$ cat src/sv/ptb_pkg.sv
// package for the plc timer bank: constants, command and state codes, shared types
// used by every module of the block, depends on nothing
package ptb_pkg;

    localparam int NUM_TIMERS  = 256;
    localparam int TIMER_IDX_W = 8;
    localparam int COUNT_W     = 16;
    localparam int PHASE_W     = 7;
    localparam int MINUTE_W    = 10;
    localparam int DIGIT_W     = 4;
    localparam int CMD_W       = 3;

    localparam int GROUP_B_START = 200;
    localparam int GROUP_C_START = 246;
    localparam int GROUP_D_START = 250;
    localparam int PHASE_MAX     = 99;
    localparam int MINUTE_MAX    = 599;
    localparam int MINUTE_HALF   = 300;
    localparam int PHASE_GROUP_A = 50;
    localparam int PHASE_GROUP_D = 90;
    localparam int DIGIT_MAX     = 9;
    localparam int DIGIT_B_STEP  = 7;
    localparam int DIGIT_10MS_ON = 2;
    localparam int DIGIT_1S_OFF  = 5;
    localparam int SCAN_STEP     = 10;

    localparam int S_TDATA_W = 32;
    localparam int M_TDATA_W = 40;

    typedef enum logic [CMD_W-1:0] {
        CMD_TICK     = 3'd0,
        CMD_EVALUATE = 3'd1,
        CMD_DISABLE  = 3'd2,
        CMD_PRESET   = 3'd3,
        CMD_COIL     = 3'd4,
        CMD_READ     = 3'd5
    } ptb_cmd_t;

    typedef enum logic [2:0] {
        ST_IDLE,
        ST_TK_RD,
        ST_TK_WR,
        ST_CMD_RD,
        ST_CMD_WR,
        ST_FINISH
    } ptb_state_t;

    typedef struct packed {
        logic [COUNT_W-1:0] count;
        logic [COUNT_W-1:0] preset;
        logic               enable;
        logic               done;
        logic               clr_pend;
    } ptb_row_t;

    typedef struct packed {
        logic accept;
        logic mem_rd;
        logic mem_wr;
        logic sel_walk;
        logic walk_step;
        logic out_load;
    } ptb_ctrl_t;

    typedef struct packed {
        logic is_tick;
        logic tick_group;
        logic walk_last;
        logic out_free;
    } ptb_status_t;

endpackage

$ cat src/sv/ptb_ctrl.sv
// controller state machine of the plc timer bank
// sequences timer group walks and single timer commands, depends on ptb_pkg
module ptb_ctrl
    import ptb_pkg::*;
(
    input  logic        aclk,
    input  logic        aresetn,
    input  logic        s_tvalid,
    output logic        s_tready,
    input  ptb_status_t status,
    output ptb_ctrl_t   ctrl
);

    ptb_state_t state_reg, state_next;

    always_ff @(posedge aclk) begin
        if (!aresetn) begin
            state_reg <= ST_IDLE;
        end else begin
            state_reg <= state_next;
        end
    end

    always_comb begin
        state_next = state_reg;
        case (state_reg)
            ST_IDLE: begin
                if (s_tvalid) begin
                    if (!status.is_tick) begin
                        state_next = ST_CMD_RD;
                    end else if (status.tick_group) begin
                        state_next = ST_TK_RD;
                    end else begin
                        state_next = ST_FINISH;
                    end
                end
            end
            ST_TK_RD: begin
                state_next = ST_TK_WR;
            end
            ST_TK_WR: begin
                state_next = status.walk_last ? ST_FINISH : ST_TK_RD;
            end
            ST_CMD_RD: begin
                state_next = ST_CMD_WR;
            end
            ST_CMD_WR: begin
                state_next = ST_FINISH;
            end
            ST_FINISH: begin
                if (status.out_free) begin
                    state_next = ST_IDLE;
                end
            end
            default: begin
                state_next = ST_IDLE;
            end
        endcase
    end

    always_comb begin
        ctrl     = '0;
        s_tready = 1'b0;
        case (state_reg)
            ST_IDLE: begin
                s_tready    = 1'b1;
                ctrl.accept = s_tvalid;
            end
            ST_TK_RD: begin
                ctrl.mem_rd   = 1'b1;
                ctrl.sel_walk = 1'b1;
            end
            ST_TK_WR: begin
                ctrl.mem_wr    = 1'b1;
                ctrl.sel_walk  = 1'b1;
                ctrl.walk_step = 1'b1;
            end
            ST_CMD_RD: begin
                ctrl.mem_rd = 1'b1;
            end
            ST_CMD_WR: begin
                ctrl.mem_wr = 1'b1;
            end
            ST_FINISH: begin
                ctrl.out_load = status.out_free;
            end
            default: begin
                ctrl = '0;
            end
        endcase
    end

endmodule

$ cat config.mk
export PLATFORM = sky130hd
export DESIGN_NAME = ptb_ctrl
export DESIGN_NICKNAME = d
export VERILOG_FILES = /design/src/sv/ptb_pkg.sv /design/src/sv/ptb_ctrl.sv
export SDC_FILE = /design/constraint.sdc
export NUM_CORES = 1
export LEC_CHECK = 0
export BUFFER_PORTS_ARGS = -buffer_cell sky130_fd_sc_hd__buf_4
export CORE_AREA = 2 2 39 41
export DETAILED_ROUTE_END_ITERATION = 12
export DIE_AREA = 0 0 41 43
export GPL_ROUTABILITY_DRIVEN = 0
export MAX_ROUTING_LAYER = met4
export SLEW_MARGIN = 0
export SYNTH_ARGS = -nofsm -noshare
export SYNTH_HDL_FRONTEND = slang
export SYNTH_SLANG_ARGS = --single-unit
$ cat constraint.sdc
create_clock -name aclk -period 3.6 [get_ports aclk]
set_clock_uncertainty 0.15 [all_clocks]
set_input_delay 0.18 -clock aclk [delete_from_list [all_inputs] [get_ports aclk]]
set_output_delay 0.18 -clock aclk [all_outputs]
set_load 0.005 [all_outputs]
After elaboration in Yosys (flattened, before gate mapping)
Index checks and enable logic that the tools add are counted.
{"block": "word_totals", "register_bits": 3, "latch_bits": 0, "mem_bits_rw": 0, "mem_bits_ro": 0, "inputBits": 7, "out_inout_bits": 7, "mem_count": 0}
{"block": "classes", "add_sub_neg": 0, "multipliers": 0, "div": 0, "magnitude_cmp": 0, "n_eq_ne": 7, "n_shift": 0, "muxes": 13, "bitwise": 0, "n_reduce_logical": 5}
{"op": "one-hot mux 3 bit (6 select lines)", "count": 1}
{"op": "two-way mux 3 bit", "count": 5}
{"op": "two-way mux 1 bit", "count": 7}
{"op": "equality test 3 x 2 -> 1 bit, second input constant", "count": 2}
{"op": "equality test 3 bit, second input constant", "count": 2}
{"op": "OR reduction 2 bit", "count": 3}
{"op": "!= test 2 bit, second input constant", "count": 2}
{"op": "equality test 3 x 1 -> 1 bit, second input constant", "count": 1}
{"op": "zero test 3 bit", "count": 1}
{"op": "AND reduction 2 bit", "count": 1}

Longest topological paths before layout
{"block": "logic_depth", "word_depth": 4, "ltp_mapped": 4, "ltp_nobuf": 3}

Worst setup path before layout
Ideal clock, no wire load.
{"block": "synth_path", "path_type": "register -> output", "startpoint": "register state_reg[2]", "endpoint": "output ctrl[5] (netlist name)", "arrival_ns": 0.861, "required_ns": 3.270, "slack_ns": 2.409, "stages_incl_launch_ff": 4, "n_path_buf": 1, "cell_sequence": "dfxtp_1 buf_4 nor3_1 and2_1"}
{"element": "from (decl)", "line_no": "ptb_ctrl.sv:14", "source": "ptb_state_t state_reg, state_next;"}
{"element": "from (signal assigned)", "line_no": "ptb_ctrl.sv:20", "source": "state_reg <= state_next;"}
{"element": "to (decl)", "line_no": "ptb_ctrl.sv:11", "source": "output ptb_ctrl_t ctrl"}

==> metrics <==
status finished clean; Min-Delay Path Class in2reg; max reg flops 3; Syn Area/Cell 7.97 um^2; xor/xnor cell area share of the yosys netlist 7.33%; Synth Area in Compound Gates 23.0%; first-pass GRT wire length 834 um; FP Rows 14; Residual DRC 0; Hold-fix buffers, CTS 0; Final Hold Viols 0; Routed wire per std cell 9.42 um; Critical Path Source Type flop; Total Neg Setup Slack 0 ps; most common cell in the netlist nor2_1; RSZ-0062 raised after global routing no; Post-Route WL 565 um; post-route ant nets 0; I/O Pins 14; post-synth top area share 25.1%; Syn Nets 37; Die Wd 41 um; H-tree depth 1; DIE HEIGHT 43 um; Avg Vias per Cell 4.15; largest net degree at the start of global routing 12; Starting Density 17.3%; crit path DAT 1260 ps; crit-path cells nor2b_1, and3_1, buf_4; Worst path max stage delay 500 ps; Post-synth EDFFs 0; Syn Std Cell Area 239 um^2; post-synthesis mux area share 0%; area leader, netlist dfxtp_1; final worst setup slack 2010 ps; post-synthesis adder-cell area fraction 0%; Antenna diodes 0; via count 249; die area 0.00176 mm^2; f_max 628 MHz; ys flop type dfxtp_1; Port Buffer Count 13; layout cells sized above 1 40.9%; Async S/R FF share, synth 0%; Unique masters post-synth 20; Slew Limit Fails 0; Leak Pwr 0.174 nW; drt pass-1 iters 4; final setup vio count 0; synthesized flop and latch total 3; clk buf depth 2; # placed instances 56; min Tclk post-route 1590 ps; Post-CTS Setup Repair Bufs 0; CTS Sinks 3; non-filler cells, final 60; vias in the first global route 217; insertion delay to the later sink of the worst-skew pair 240 ps; CP required 3270 ps; DP HPWL 408 um; initial antenna violation count 0; multi-input logic area 151 um^2; Peak VDD IR 0.0000879 V; Synth area leaders dfxtp_1, nor2_1, xnor2_1, nand3b_1, nor2b_1; Yosys warning count 0; Syn Inst Count 30; headroom to the max-slew limit 76.1%; Clk pin slew, worst setup/hold paths 40 ps; Power Density 472 mW/mm^2; CTS buffer count 3; area grow syn2layout 50.3%; share of the yosys chip area belonging to registers 25.1%; Seq. cell area 60.1 um^2; Crit Path Class reg2out; CP max stage cell dfxtp_1; final clock period utilization by the worst path 44.2%; # nets final 52; Worst Hold Slack 29.7 ps; dpl ws 2250 ps; Max Cap Viol 0; post-synthesis simple-gate area fraction 33.0%; Synth top cells by count nor2_1, dfxtp_1, nand3b_1, nor2b_1, xnor2_1; crit end category primary output; post-CTS resize count 0; grt ovf 0; CTS tree done; initial DRC count 4; gr usage total 7.49%; CP max FO 10; slew of the pin with the lowest slew margin 358 ps; largest family of logic cells by synthesized area simple AND/OR/NAND/NOR gates; fillers 164; CTS root buf clkbuf_4; core footprint 0.00138 mm^2
## cell families after synthesis
kind of cell | Yosys count
simple gates | 15
xor+xnor | 2
compound gates | 6
flops | 3
buf+inv | 4
## layer usage
layer  wire length, um  global-route usage, %  up-vias
met3                54                  0.524        0
met5                 0                      -        -
met4                 0                   10.0        0
met1               254                   9.58      108
li1                  -                      -      129
met2               256                   8.44       12
## worst max-delay path, delay by kind of cell, from the launching register on
family,cells,cell delay [ps]
buf+inv,1,100
simple gates,2,430
flops,1,500
## layout by cell type, fill, tap and decap left out
cell	n
inv_1	1
nor3_1	1
nand2_1	1
a22oi_1	1
nor2b_1	2
o211a_1	1
buf_4	13
dfxtp_1	3
and2_1	1
o21bai_2	1
nor2_1	6
nor3b_1	1
and3_1	1
clkbuf_1	1
nand3b_1	2
clkbuf_4	3
a21oi_1	1
a221o_1	1
a21boi_2	1
xnor2_1	2
## where the power goes
part | switching [mW] | total [mW] | internal (mW)
logic | 0.0208 | 0.0588 | 0.0379
registers | 0.0123 | 0.0504 | 0.0381
clock network | 0.0187 | 0.0603 | 0.0416
## final timing paths
check,from,end,slack [ps],cells past startpoint
min reg2reg,state_reg[0],state_reg[1],480,2
max,state_reg[0],ctrl[0],2010,3
min,aresetn,state_reg[1],30,3
max reg2reg,state_reg[2],state_reg[2],2270,3
## stage by stage
stage	instance area (um^2)	total power, mW	utilization, %
finish	359	0.169	25.9
global route	359	0.182	25.9
CTS	359	0.173	25.9
detailed placement	333	0.110	24.1
global placement	333	0.109	24.1
floorplan	239	0.0857	-
## cell type report
type,count,share of cell area [%]
clock buffer,4,7.32
inverter,1,1.05
multi-input combinational,23,42.2
sequential,3,16.7
tap,16,5.57
timing repair buffer,13,27.2
(Power assumes the default switching activity.)
